<file path="src/hw/rtl/hk_pkg.sv">
// ----------------------------------------------------------------------------
// hk_pkg
// Shared types and constants for the UTF-8 hiragana to katakana converter.
// ----------------------------------------------------------------------------
package hk_pkg;

  // byte classes taken from the top two bits of a UTF-8 byte
  typedef enum logic [1:0] {
    CLS_SINGLE,
    CLS_CONT,
    CLS_LEAD
  } hk_class_t;

  // character coding constants
  localparam logic [7:0]  KANA_LEAD    = 8'hE3;
  localparam logic [7:0]  CONT_MARK    = 8'h80;
  localparam logic [11:0] HIRA_FIRST   = 12'h041;
  localparam logic [11:0] HIRA_LAST    = 12'h096;
  localparam logic [11:0] KANA_SHIFT   = 12'h060;
  localparam logic [1:0]  HELD_MAX     = 2'd3;

  // results per input byte and per queue entry
  localparam int MAX_RESULTS = 4;
  localparam int SLOT_W      = $clog2(MAX_RESULTS);
  localparam int NUM_W       = SLOT_W + 1;

  // queue between front and back
  localparam int QUEUE_DEPTH = 4;
  localparam int QUEUE_PTR_W = $clog2(QUEUE_DEPTH);
  localparam logic [QUEUE_PTR_W:0] QUEUE_FULL = (QUEUE_PTR_W + 1)'(QUEUE_DEPTH);

  // one queue entry: all output bytes caused by one input byte
  typedef struct packed {
    logic [MAX_RESULTS-1:0][7:0] bytes;
    logic [NUM_W-1:0]            num;
    logic                        text_last;
  } hk_entry_t;

  // class of a byte from its top two bits
  function automatic hk_class_t classify(input logic [7:0] b);
    hk_class_t c;
    case (b[7:6])
      2'b10:   c = CLS_CONT;
      2'b11:   c = CLS_LEAD;
      default: c = CLS_SINGLE;
    endcase
    return c;
  endfunction

endpackage

</file>
<file path="src/hw/rtl/hk_front.sv">
// ----------------------------------------------------------------------------
// hk_front
// Accepts input bytes, tracks the character being built and forms one queue
// entry holding every output byte that the input byte causes.
// ----------------------------------------------------------------------------
module hk_front (
  input  logic              clk,
  input  logic              rst,
  input  logic              in_valid,
  output logic              in_ready,
  input  logic [7:0]        in_byte,
  input  logic              string_end,
  input  logic              queue_full,
  output logic              push_valid,
  output hk_pkg::hk_entry_t push_entry
);
  import hk_pkg::*;

  logic [7:0]  held_bytes [3];
  logic [7:0]  held_bytes_next [3];
  logic [1:0]  held_count;
  logic [1:0]  held_count_next;
  logic        pass_long;
  logic        pass_long_next;

  hk_class_t   cls;
  logic [7:0]  src [3];
  logic [7:0]  flushed [3];
  logic [1:0]  src_count;
  logic        conv_allow;
  logic        append_byte;
  logic        conv;
  logic [11:0] code;
  logic [11:0] kana_code;
  logic        accept;

  assign accept   = in_valid && in_ready;
  assign in_ready = !queue_full;
  assign cls      = classify(in_byte);

  // classify the byte and decide what to flush and what to keep
  always_comb begin
    held_bytes_next = held_bytes;
    held_count_next = held_count;
    pass_long_next  = pass_long;
    src             = held_bytes;
    src_count       = held_count;
    conv_allow      = 1'b1;
    append_byte     = 1'b0;
    case (cls)
      CLS_SINGLE: begin
        append_byte     = 1'b1;
        held_count_next = 2'd0;
        pass_long_next  = 1'b0;
      end
      CLS_CONT: begin
        if (pass_long) begin
          src_count   = 2'd0;
          append_byte = 1'b1;
        end else if (held_count != HELD_MAX) begin
          for (int i = 0; i < 3; i++) begin
            if (2'(i) == held_count) begin
              src[i]             = in_byte;
              held_bytes_next[i] = in_byte;
            end
          end
          held_count_next = held_count + 2'd1;
          src_count       = string_end ? held_count + 2'd1 : 2'd0;
        end else begin
          conv_allow      = 1'b0;
          append_byte     = 1'b1;
          held_count_next = 2'd0;
          pass_long_next  = 1'b1;
        end
      end
      CLS_LEAD: begin
        held_bytes_next[0] = in_byte;
        held_count_next    = 2'd1;
        pass_long_next     = 1'b0;
        append_byte        = string_end;
      end
      default: begin
        append_byte = 1'b1;
      end
    endcase
    if (string_end) begin
      held_count_next = 2'd0;
      pass_long_next  = 1'b0;
    end
  end

  // hiragana detection and shift to katakana
  assign code      = {src[1][5:0], src[2][5:0]};
  assign kana_code = code + KANA_SHIFT;
  assign conv      = conv_allow && (src_count == HELD_MAX) && (src[0] == KANA_LEAD) &&
                     (code >= HIRA_FIRST) && (code <= HIRA_LAST);

  always_comb begin
    flushed = src;
    if (conv) begin
      flushed[0] = KANA_LEAD;
      flushed[1] = CONT_MARK | {2'b00, kana_code[11:6]};
      flushed[2] = CONT_MARK | {2'b00, kana_code[5:0]};
    end
  end

  // pack flushed bytes then the input byte into the entry
  always_comb begin
    for (int i = 0; i < MAX_RESULTS; i++) begin
      if ((i < 3) && (NUM_W'(i) < NUM_W'(src_count))) begin
        push_entry.bytes[i] = flushed[i % 3];
      end else begin
        push_entry.bytes[i] = in_byte;
      end
    end
    push_entry.num       = NUM_W'(src_count) + NUM_W'(append_byte);
    push_entry.text_last = string_end;
  end

  assign push_valid = accept && (push_entry.num != '0);

  // character state
  always_ff @(posedge clk) begin
    if (rst) begin
      held_count <= 2'd0;
      pass_long  <= 1'b0;
    end else if (accept) begin
      held_count <= held_count_next;
      pass_long  <= pass_long_next;
    end
  end

  // held bytes, payload only
  always_ff @(posedge clk) begin
    if (accept) begin
      held_bytes <= held_bytes_next;
    end
  end

endmodule

</file>
<file path="src/hw/rtl/hk_queue.sv">
// ----------------------------------------------------------------------------
// hk_queue
// Small register queue of result groups between the front and the back.
// ----------------------------------------------------------------------------
module hk_queue (
  input  logic              clk,
  input  logic              rst,
  input  logic              push_valid,
  input  hk_pkg::hk_entry_t push_entry,
  input  logic              pop,
  output hk_pkg::hk_entry_t head,
  output logic              empty,
  output logic              full
);
  import hk_pkg::*;

  hk_entry_t               slots [QUEUE_DEPTH];
  logic [QUEUE_PTR_W-1:0]  wr_ptr;
  logic [QUEUE_PTR_W-1:0]  rd_ptr;
  logic [QUEUE_PTR_W:0]    count;
  logic                    do_push;
  logic                    do_pop;

  assign empty   = (count == '0);
  assign full    = (count == QUEUE_FULL);
  assign do_push = push_valid && !full;
  assign do_pop  = pop && !empty;
  assign head    = slots[rd_ptr];

  // pointers and fill level
  always_ff @(posedge clk) begin
    if (rst) begin
      wr_ptr <= '0;
      rd_ptr <= '0;
      count  <= '0;
    end else begin
      if (do_push) begin
        wr_ptr <= wr_ptr + QUEUE_PTR_W'(1);
      end
      if (do_pop) begin
        rd_ptr <= rd_ptr + QUEUE_PTR_W'(1);
      end
      if (do_push && !do_pop) begin
        count <= count + (QUEUE_PTR_W + 1)'(1);
      end else if (!do_push && do_pop) begin
        count <= count - (QUEUE_PTR_W + 1)'(1);
      end
    end
  end

  // entry storage
  always_ff @(posedge clk) begin
    if (do_push) begin
      slots[wr_ptr] <= push_entry;
    end
  end

endmodule

</file>
<file path="src/hw/rtl/hk_back.sv">
// ----------------------------------------------------------------------------
// hk_back
// Serializes the head queue entry onto the output channel, one byte per
// transaction, and releases the entry after its last byte.
// ----------------------------------------------------------------------------
module hk_back (
  input  logic              clk,
  input  logic              rst,
  input  hk_pkg::hk_entry_t head,
  input  logic              empty,
  output logic              pop,
  output logic              out_valid,
  input  logic              out_ready,
  output logic [7:0]        out_byte,
  output logic              run_last,
  output logic              text_last
);
  import hk_pkg::*;

  logic [SLOT_W-1:0] slot;
  logic [SLOT_W-1:0] slot_next;
  logic              accept;
  logic              last_slot;

  assign out_valid = !empty;
  assign accept    = out_valid && out_ready;
  assign last_slot = (NUM_W'(slot) + NUM_W'(1)) == head.num;
  assign pop       = accept && last_slot;

  // output fields from the current slot
  assign out_byte  = head.bytes[slot];
  assign run_last  = last_slot;
  assign text_last = last_slot && head.text_last;

  // slot walk
  always_comb begin
    slot_next = slot;
    if (pop) begin
      slot_next = '0;
    end else if (accept) begin
      slot_next = slot + SLOT_W'(1);
    end
  end

  always_ff @(posedge clk) begin
    if (rst) begin
      slot <= '0;
    end else begin
      slot <= slot_next;
    end
  end

endmodule

</file>
<file path="src/hw/rtl/utf8_hiragana_to_katakana.sv">
// ----------------------------------------------------------------------------
// utf8_hiragana_to_katakana
// Converts hiragana characters in a UTF-8 byte stream to katakana and passes
// every other character through unchanged.
//
//   channel  direction  payload                          handshake
//   input    sink       in_byte, string_end              in_valid / in_ready
//   output   source     out_byte, run_last, text_last    out_valid / out_ready
//
// An input byte is taken every cycle while the four-entry result queue is not full;
// in_ready follows the fill level only, so a pop frees room in the cycle after it.
// A byte yields one queue entry of one to four output bytes, or none while a
// character is still being built; if the queue was empty, its first byte is offered
// in the next cycle. Output goes one byte per cycle while out_ready is high; an entry
// holds the queue head until its last byte is sent. Output stalls back up into the
// queue, then in_ready drops. Reset empties the queue and clears the character state.
// ----------------------------------------------------------------------------
module utf8_hiragana_to_katakana (
  input  logic       clk,
  input  logic       rst,
  input  logic       in_valid,
  output logic       in_ready,
  input  logic [7:0] in_byte,
  input  logic       string_end,
  output logic       out_valid,
  input  logic       out_ready,
  output logic [7:0] out_byte,
  output logic       run_last,
  output logic       text_last
);
  import hk_pkg::*;

  logic      push_valid;
  hk_entry_t push_entry;
  hk_entry_t head;
  logic      empty;
  logic      full;
  logic      pop;

  // classify and build result groups
  hk_front u_front (
    .clk        (clk),
    .rst        (rst),
    .in_valid   (in_valid),
    .in_ready   (in_ready),
    .in_byte    (in_byte),
    .string_end (string_end),
    .queue_full (full),
    .push_valid (push_valid),
    .push_entry (push_entry)
  );

  // result group queue
  hk_queue u_queue (
    .clk        (clk),
    .rst        (rst),
    .push_valid (push_valid),
    .push_entry (push_entry),
    .pop        (pop),
    .head       (head),
    .empty      (empty),
    .full       (full)
  );

  // byte serializer
  hk_back u_back (
    .clk       (clk),
    .rst       (rst),
    .head      (head),
    .empty     (empty),
    .pop       (pop),
    .out_valid (out_valid),
    .out_ready (out_ready),
    .out_byte  (out_byte),
    .run_last  (run_last),
    .text_last (text_last)
  );

  // nothing comes out right after reset
  a_reset_empty: assert property (@(posedge clk) rst |=> !out_valid)
    else $error("output valid right after reset");

  // end of string always leaves at least one byte in the queue
  a_end_pushes: assert property (@(posedge clk) disable iff (rst)
    (in_valid && in_ready && string_end) |-> push_valid)
    else $error("string end produced no result group");

  // a queued group is never empty
  a_head_nonempty: assert property (@(posedge clk) disable iff (rst)
    out_valid |-> (head.num != '0))
    else $error("empty result group at queue head");

  // the string end mark only sits on the last byte of a group
  a_text_on_run: assert property (@(posedge clk) disable iff (rst)
    (out_valid && text_last) |-> run_last)
    else $error("text_last without run_last");

endmodule
</file>
<file path="config.mk">
export PLATFORM = sky130hd
export DESIGN_NAME = utf8_hiragana_to_katakana
export DESIGN_NICKNAME = d
export VERILOG_FILES = /design/src/hw/rtl/hk_pkg.sv /design/src/hw/rtl/hk_front.sv /design/src/hw/rtl/hk_queue.sv /design/src/hw/rtl/hk_back.sv /design/src/hw/rtl/utf8_hiragana_to_katakana.sv
export SDC_FILE = /design/constraint.sdc
export NUM_CORES = 1
export LEC_CHECK = 0
export BUFFER_PORTS_ARGS = -buffer_cell sky130_fd_sc_hd__clkbuf_2
export CAP_MARGIN = 20
export CORE_MARGIN = 3
export CORE_UTILIZATION = 65
export DETAILED_ROUTE_END_ITERATION = 7
export HOLD_SLACK_MARGIN = 0.03
export PLACE_DENSITY = 0.94
export SYNTH_ARGS = -nofsm -noshare
export SYNTH_HDL_FRONTEND = slang
export SYNTH_SLANG_ARGS = --single-unit
</file>
<file path="constraint.sdc">
create_clock -name clk -period 6.7 [get_ports clk]
set_input_delay 0.67 -clock clk [delete_from_list [all_inputs] [get_ports clk]]
set_output_delay 0.67 -clock clk [all_outputs]
set_load 0.01 [all_outputs]
</file>
==> results of run 1 <==
power groups by stage:
stage	logic (mW)	registers (mW)	clock network, mW
2_1_floorplan	0.378	1.42	0
3_3_place_gp	0.486	1.45	0
3_5_place_dp	0.509	1.46	0
4_1_cts	0.517	1.44	0.928
5_1_grt	0.557	1.45	0.972
6_report	0.511	1.44	0.917
state kept, by name, summed over array words and instances, names as in the netlist, named ones only:
signal / flops
u_back.slot: 2
u_front.held_bytes: 24
u_front.held_count: 2
u_front.pass_long: 1
u_queue.count: 3
u_queue.rd_ptr: 2
u_queue.slots: 144
u_queue.wr_ptr: 2
per-stage QoR:
stage	hold WS, ns	area (sq um)	std cells	power, mW
finish	0.532	8800	649	2.87
global route	0.543	8800	649	2.98
CTS	0.530	8800	649	2.89
detailed placement	0.516	8260	618	1.97
global placement	0.476	8260	618	1.93
floorplan	0.461	7990	462	1.80
how the worst max path moves through the flow:
| stage | slack [ns] | cells after the start | to | from |
|---|---|---|---|---|
| floorplan | 3.10 | 9 | u_queue.slots[0][0] | in_byte[6] |
| global placement | 2.79 | 14 | u_queue.count[2] | in_byte[6] |
| detailed placement | 2.56 | 14 | u_queue.count[2] | in_byte[6] |
| CTS | 2.73 | 14 | u_queue.count[2] | u_front.held_count[1] |
| global route | 2.40 | 14 | u_queue.count[2] | u_front.held_count[0] |
| finish | 2.68 | 14 | u_queue.count[2] | u_front.held_count[1] |
worst min-delay path: cells and delay by family, from the launching register on:
family / cells / cell delay [ns]
flops: 1 / 0.34
simple gates: 1 / 0.07
xor+xnor: 1 / 0.08
routing by layer:
layer	part of all wire (%)	track usage, %	routed length [microns]	up-vias
met5	0	0	0	-
met4	3.9	12.3	618	0
met3	7.9	6.12	1250	57
met2	49	39.7	7810	230
met1	39	33.9	6190	2169
li1	-	-	-	1888
cells in the final DEF, fill, tap and decap left out, types with 4 or more instances in the layout:
cell and instances:
a21oi_1 13, nor3_1 6, o21ai_0 11, mux2_2 38
and3_1 5, inv_1 11, ha_1 13, clkinv_2 4
and2_1 11, nand2_1 26, clkbuf_16 17, mux4_2 44
nand2b_1 5, clkbuf_2 24, buf_4 7, nand3_1 4
dfxtp_1 13, xor2_1 5, mux2i_1 7, nor2_1 25
edfxtp_1 168, nor4_1 4
cell families after synthesis:
logic type / count (synthesis) / synth area share, %
AOI/OAI and AO/OA: 37 / 2.82
xor gates and xnor gates: 8 / 0.877
adders and majority gates: 14 / 2.29
buffers and inverters: 29 / 1.55
DFF: 182 / 66.6
muxes: 91 / 19.0
and+or+nand+nor: 101 / 6.86
cell type report:
class / count / share of cell area (%)
multi-input combinational: 251 / 28.9
clock buffer: 19 / 4.92
inverter: 11 / 0.469
clock inverter: 12 / 1.22
sequential: 182 / 60.5
timing repair buffer: 31 / 1.96
tap: 143 / 2.03
==> flow_metrics.env, run 1 <==
export IMPL_worst_pin_slew_ns=0.809
export IMPL_cts_buffers=17
export IMPL_initial_utilization_pct=68.3
export IMPL_yosys_warnings=0
export IMPL_fmax_ghz=0.249
export IMPL_cp_slowest_stage_delay_ns=0.45
export IMPL_critPathLaunchType="flop"
export IMPL_cts_hold_fix_buffers=0
export IMPL_post_drt_via_cell_ratio=6.69
export IMPL_yosys_area_top_type="edfxtp_1"
export IMPL_grt_max_degree=37
export IMPL_initialDrtViolationCount=594
export IMPL_p_int_mw=2.12
export IMPL_post_synth_top_count_cell="edfxtp_1"
export IMPL_synth_commonest_cells="edfxtp_1, mux4_2, mux2_2"
export IMPL_clockPowerShare_pct=32.0
export IMPL_cts_max_level=4
export IMPL_dieArea_sq_um=13700
export IMPL_setup_viol=0
export IMPL_cts_tree="built"
export IMPL_crit_chain="ha_1 > nor2_1 > and3_1 > nor2_1 > inv_1 > ha_1 > nor3_1 > nor2_1 > ha_1 > inv_1 > fa_1 > xor2_1 > or3_1 > a21oi_1"
export IMPL_timing_rr_end="u_queue.count[2]"
export IMPL_cts_sinks=182
export IMPL_cp_max_fo=8
export IMPL_tns_ns=0
export IMPL_p_leak_nw=2.97
export IMPL_yosys_top_cells_area="edfxtp_1, mux4_2, mux2_2, dfxtp_1, ha_1"
export IMPL_avgSynthCellArea_sq_um=17.3
export IMPL_dpl_worst_slack_ns=2.56
export IMPL_io_buffers=24
export IMPL_ys_ff_latch=182
export IMPL_min_to="u_queue.rd_ptr[0]"
export IMPL_routed_wl_microns=15900
export IMPL_synth_seq_area_share_pct=66.6
export IMPL_grt_overflow=0
export IMPL_syn_nets=489
export IMPL_root_buffer="clkbuf_16"
export IMPL_crit_path_end_kind="flop"
export IMPL_status="finished clean"
export IMPL_nFillCells=613
export IMPL_ir_worst_vdd_mv=0.218
export IMPL_clkTransAtPathRegs_ns=0.06
export IMPL_vias=4344
export IMPL_p_sw_mw=0.753
export IMPL_final_core_util_pct=75.2
export IMPL_worstPathRequired_ns=7.06
export IMPL_coreArea_sq_um=11700
export IMPL_slowest_stage="dfxtp_1"
export IMPL_syn_area_sq_um=7990
export IMPL_reg2reg_depth=14
export IMPL_die_w_microns=117
export IMPL_r2r_slack_ns=2.68
export IMPL_holdPathStages=2
export IMPL_multi_input_area_sq_um=2540
export IMPL_layout_setup_ws_ns=2.68
export IMPL_final_nets=521
export IMPL_post_route_period_util_pct=60.0
export IMPL_hp_class="flop to flop"
export IMPL_grt_pass1_wl_microns=24700
export IMPL_die_h_microns=117
export IMPL_grt_pass1_vias=4450
export IMPL_track_usage_pct=25.3
export IMPL_antenna_cells=0
export IMPL_wl_per_cell_microns=24.5
export IMPL_cts_resized=0
export IMPL_pwr_share_seq_pct=50.2
export IMPL_p_per_area_nw_per_um2=326
export IMPL_synth_ff_type="edfxtp_1"
export IMPL_period_minus_slack_ns=4.02
export IMPL_ioPinCount=25
export IMPL_finalClockSkew_ns=0.00971
export IMPL_drv_cap=0
export IMPL_crit_family="simple AND/OR/NAND/NOR gates"
export IMPL_post_cts_buffers=0
export IMPL_crit_type="flop to flop"
export IMPL_routabilityCongestion=0.856
export IMPL_synth_edf_count=168
export IMPL_drc=0
export IMPL_drv_slew=0
export IMPL_drive_above_1_share_pct=30.2
export IMPL_rsz0062_at_grt="no"
export IMPL_syn_inst=462
export IMPL_async_flop_share_pct=0
export IMPL_switching_share_pct=26.2
export IMPL_register_area_sq_um=5330
export IMPL_drtAntennaViolNets=0
export IMPL_cts_buffer_depth=2
export IMPL_rows=39
export IMPL_antenna_found_initial=0
export IMPL_insertion_delay_ns=0.43
export IMPL_synth_top_area_share_pct=63.1
export IMPL_slew_headroom_pct=45.5
export IMPL_syn_to_final_growth_pct=10.1
export IMPL_hold_viol=0
export IMPL_hpwl_microns=9570
export IMPL_drt_pre_antenna_iters=5
export IMPL_synth_cell_type_count=48
export IMPL_worstHoldStart="u_queue.rd_ptr[0]"
export IMPL_crit_reg2reg_launch="u_front.held_count[1]"
export IMPL_pwr_share_comb_pct=17.8
export IMPL_cp_arrival_ns=4.38
export IMPL_crit_buf_inv=2
(Power assumes the default switching activity.)
==> run 2: changes to the inputs <==
--- a/config.mk
+++ b/config.mk
@@ -8,10 +8,10 @@
 export BUFFER_PORTS_ARGS = -buffer_cell sky130_fd_sc_hd__clkbuf_2
 export CAP_MARGIN = 20
 export CORE_MARGIN = 3
-export CORE_UTILIZATION = 65
+export CORE_UTILIZATION = 56
 export DETAILED_ROUTE_END_ITERATION = 7
 export HOLD_SLACK_MARGIN = 0.03
-export PLACE_DENSITY = 0.94
+export PLACE_DENSITY = 0.87
 export SYNTH_ARGS = -nofsm -noshare
 export SYNTH_HDL_FRONTEND = slang
 export SYNTH_SLANG_ARGS = --single-unit
==> constraint.sdc (replaced) <==
create_clock -name clk -period 3.3 [get_ports clk]
set_input_delay 0.33 -clock clk [delete_from_list [all_inputs] [get_ports clk]]
set_output_delay 0.33 -clock clk [all_outputs]
set_load 0.01 [all_outputs]
==> run 2 against run 1 <==
Register-to-register slack got worse by 2.5 ns; global-route usage fell by 3.6 points; maximum frequency rose by 31%; clock power rose by 120%; critical path depth fell by 4; highest routed layer unchanged; via count barely moved; sequential power rose by 100%; combinational power rose by 120%; power rose by 110%.
==> flow_metrics.env, run 2 (synthesis gave the netlist of run 1 again) <==
export IMPL_status="finished clean"
export IMPL_period_minus_slack_ns=3.08
export IMPL_cts_sinks=182
export IMPL_ioPinCount=25
export IMPL_insertion_delay_ns=0.42
export IMPL_p_per_area_nw_per_um2=672
export IMPL_cp_slowest_stage_delay_ns=0.79
export IMPL_reg_top3="u_queue.slots x144, u_front.held_bytes x24, u_queue.count x3"
export IMPL_fin_area_sq_um=8960
export IMPL_hold_viol=0
export IMPL_antenna_cells=0
export IMPL_crit_reg2reg_launch="u_front.held_count[0]"
export IMPL_post_route_period_util_pct=93.3
export IMPL_final_common_cell="edfxtp_1"
export IMPL_clkTransAtPathRegs_ns=0.07
export IMPL_vias=4341
export IMPL_rows=43
export IMPL_setup_viol=0
export IMPL_coreArea_sq_um=13900
export IMPL_slew_headroom_pct=35.2
export IMPL_cts_tree="built"
export IMPL_cts_max_level=4
export IMPL_worst_pin_slew_ns=0.972
export IMPL_cp_max_fo=36
export IMPL_cts_buffers=17
export IMPL_io_buffers=24
export IMPL_layout_setup_ws_ns=0.220
export IMPL_rsz0062_at_grt="no"
export IMPL_initial_utilization_pct=57.4
export IMPL_wl_per_cell_microns=23.7
export IMPL_root_buffer="clkbuf_16"
export IMPL_place_area_sq_um=8360
export IMPL_fmax_ghz=0.325
export IMPL_grt_pass1_wl_microns=25900
export IMPL_track_usage_pct=21.7
export IMPL_drt_pre_antenna_iters=5
export IMPL_post_place_cells=660
export IMPL_routabilityCongestion=0.797
export IMPL_drv_slew=0
export IMPL_grt_pass1_vias=4502
export IMPL_drtAntennaViolNets=0
export IMPL_die_h_microns=125
export IMPL_final_core_util_pct=64.3
export IMPL_hp_class="input pin to flop"
export IMPL_dpl_worst_slack_ns=0.119
export IMPL_worstHoldStart="string_end"
export IMPL_post_drt_via_cell_ratio=6.27
export IMPL_crit_chain="inv_1 > ha_1 > and3_1 > nor2_2 > inv_1 > ha_1 > nor3_1 > nor2_1 > buf_4 > and2_2"
export IMPL_p_leak_nw=3.02
export IMPL_dieArea_sq_um=15700
export IMPL_worstPathRequired_ns=3.34
export IMPL_mostFrequentLayoutCells="edfxtp_1, mux4_2, mux2_2, nand2_1"
export IMPL_crit_type="flop to flop"
export IMPL_critPathLaunchType="flop"
export IMPL_initialDrtViolationCount=635
export IMPL_multi_input_area_sq_um=2570
export IMPL_nFillCells=903
export IMPL_slowest_stage="and2_2"
export IMPL_cp_arrival_ns=3.12
export IMPL_routed_wl_microns=16400
export IMPL_drv_cap=0
export IMPL_ir_worst_vdd_mv=0.313
export IMPL_register_area_sq_um=5330
export IMPL_grt_max_degree=37
export IMPL_crit_path_end_kind="flop"
export IMPL_final_nets=526
export IMPL_tns_ns=0
export IMPL_largest_register="u_queue.slots"
export IMPL_crit_start="u_front.held_count[0]"
export IMPL_finalClockSkew_ns=0.00768
export IMPL_grt_overflow=0
export IMPL_antenna_found_initial=0
export IMPL_syn_to_final_growth_pct=12.1
export IMPL_drc=0
export IMPL_largest_reg_flops=144
export IMPL_finalNonFillerCells=692
export IMPL_hpwl_microns=10000
export IMPL_die_w_microns=125
export IMPL_cts_buffer_depth=2
export IMPL_drive_above_1_share_pct=32.8
run 2: changes by cell type in the layout (fill, tap and decap cells not counted), sizes merged:
cell,delta
bufinv,+1
clkinv,-5
clkbuf,-1
buf,+5
inv,+6
run 2: repair_timing:
item	CTS	global route
gates resized for setup	0	6
buffers inserted	0	0
hold buffers	0	0
endpoints found under the setup margin	0	145
run 2: final cells by class:
type / instances / area share, %
multi-input combinational: 251 / 28.6
timing repair buffer: 36 / 2.34
inverter: 11 / 0.461
tap: 180 / 2.51
clock buffer: 18 / 4.79
sequential: 182 / 59.4
clock inverter: 14 / 1.81
run 2: worst max-delay path: cells and delay by family, from the launching register on:
family                     cells  cell delay, ns
and+or+nand+nor                5            1.29
adders and majority gates      2            0.63
DFF                            1            0.41
buffers and inverters          3            0.34
run 2: path summary, 6_finish.rpt:
| path | end | slack, ns | cells past startpoint |
|---|---|---|---|
| worst min register to register | u_front.held_count[1] | 0.53 | 2 |
| worst max-delay path | u_queue.slots[3][17] | 0.22 | 10 |
| worst min-delay path | u_queue.slots[1][0] | 0.20 | 1 |
| worst max register to register | u_queue.slots[3][17] | 0.22 | 10 |
run 2: report_power, final:
part / leakage, nW / switching, mW / total, mW / internal (mW)
Clock: 0.282 / 0.894 / 2.03 / 1.14
Sequential: 1.65 / 0.105 / 2.89 / 2.78
Combinational: 1.09 / 0.598 / 1.10 / 0.503
run 2: layer usage:
| layer | global-route usage (%) | wire [microns] | vias up |
|---|---|---|---|
| met5 | 0 | 0 | - |
| met4 | 5.87 | 215 | 0 |
| met3 | 3.67 | 1080 | 17 |
| met2 | 35.7 | 8330 | 205 |
| met1 | 30.5 | 6770 | 2216 |
| li1 | - | - | 1903 |
run 2: metrics by stage:
stage	hold WS [ns]	total power, mW
global route	0.199	6.23
detailed placement	0.512	4.02
finish	0.203	6.02
global placement	0.474	3.96
floorplan	0.399	3.65
CTS	0.185	6.04
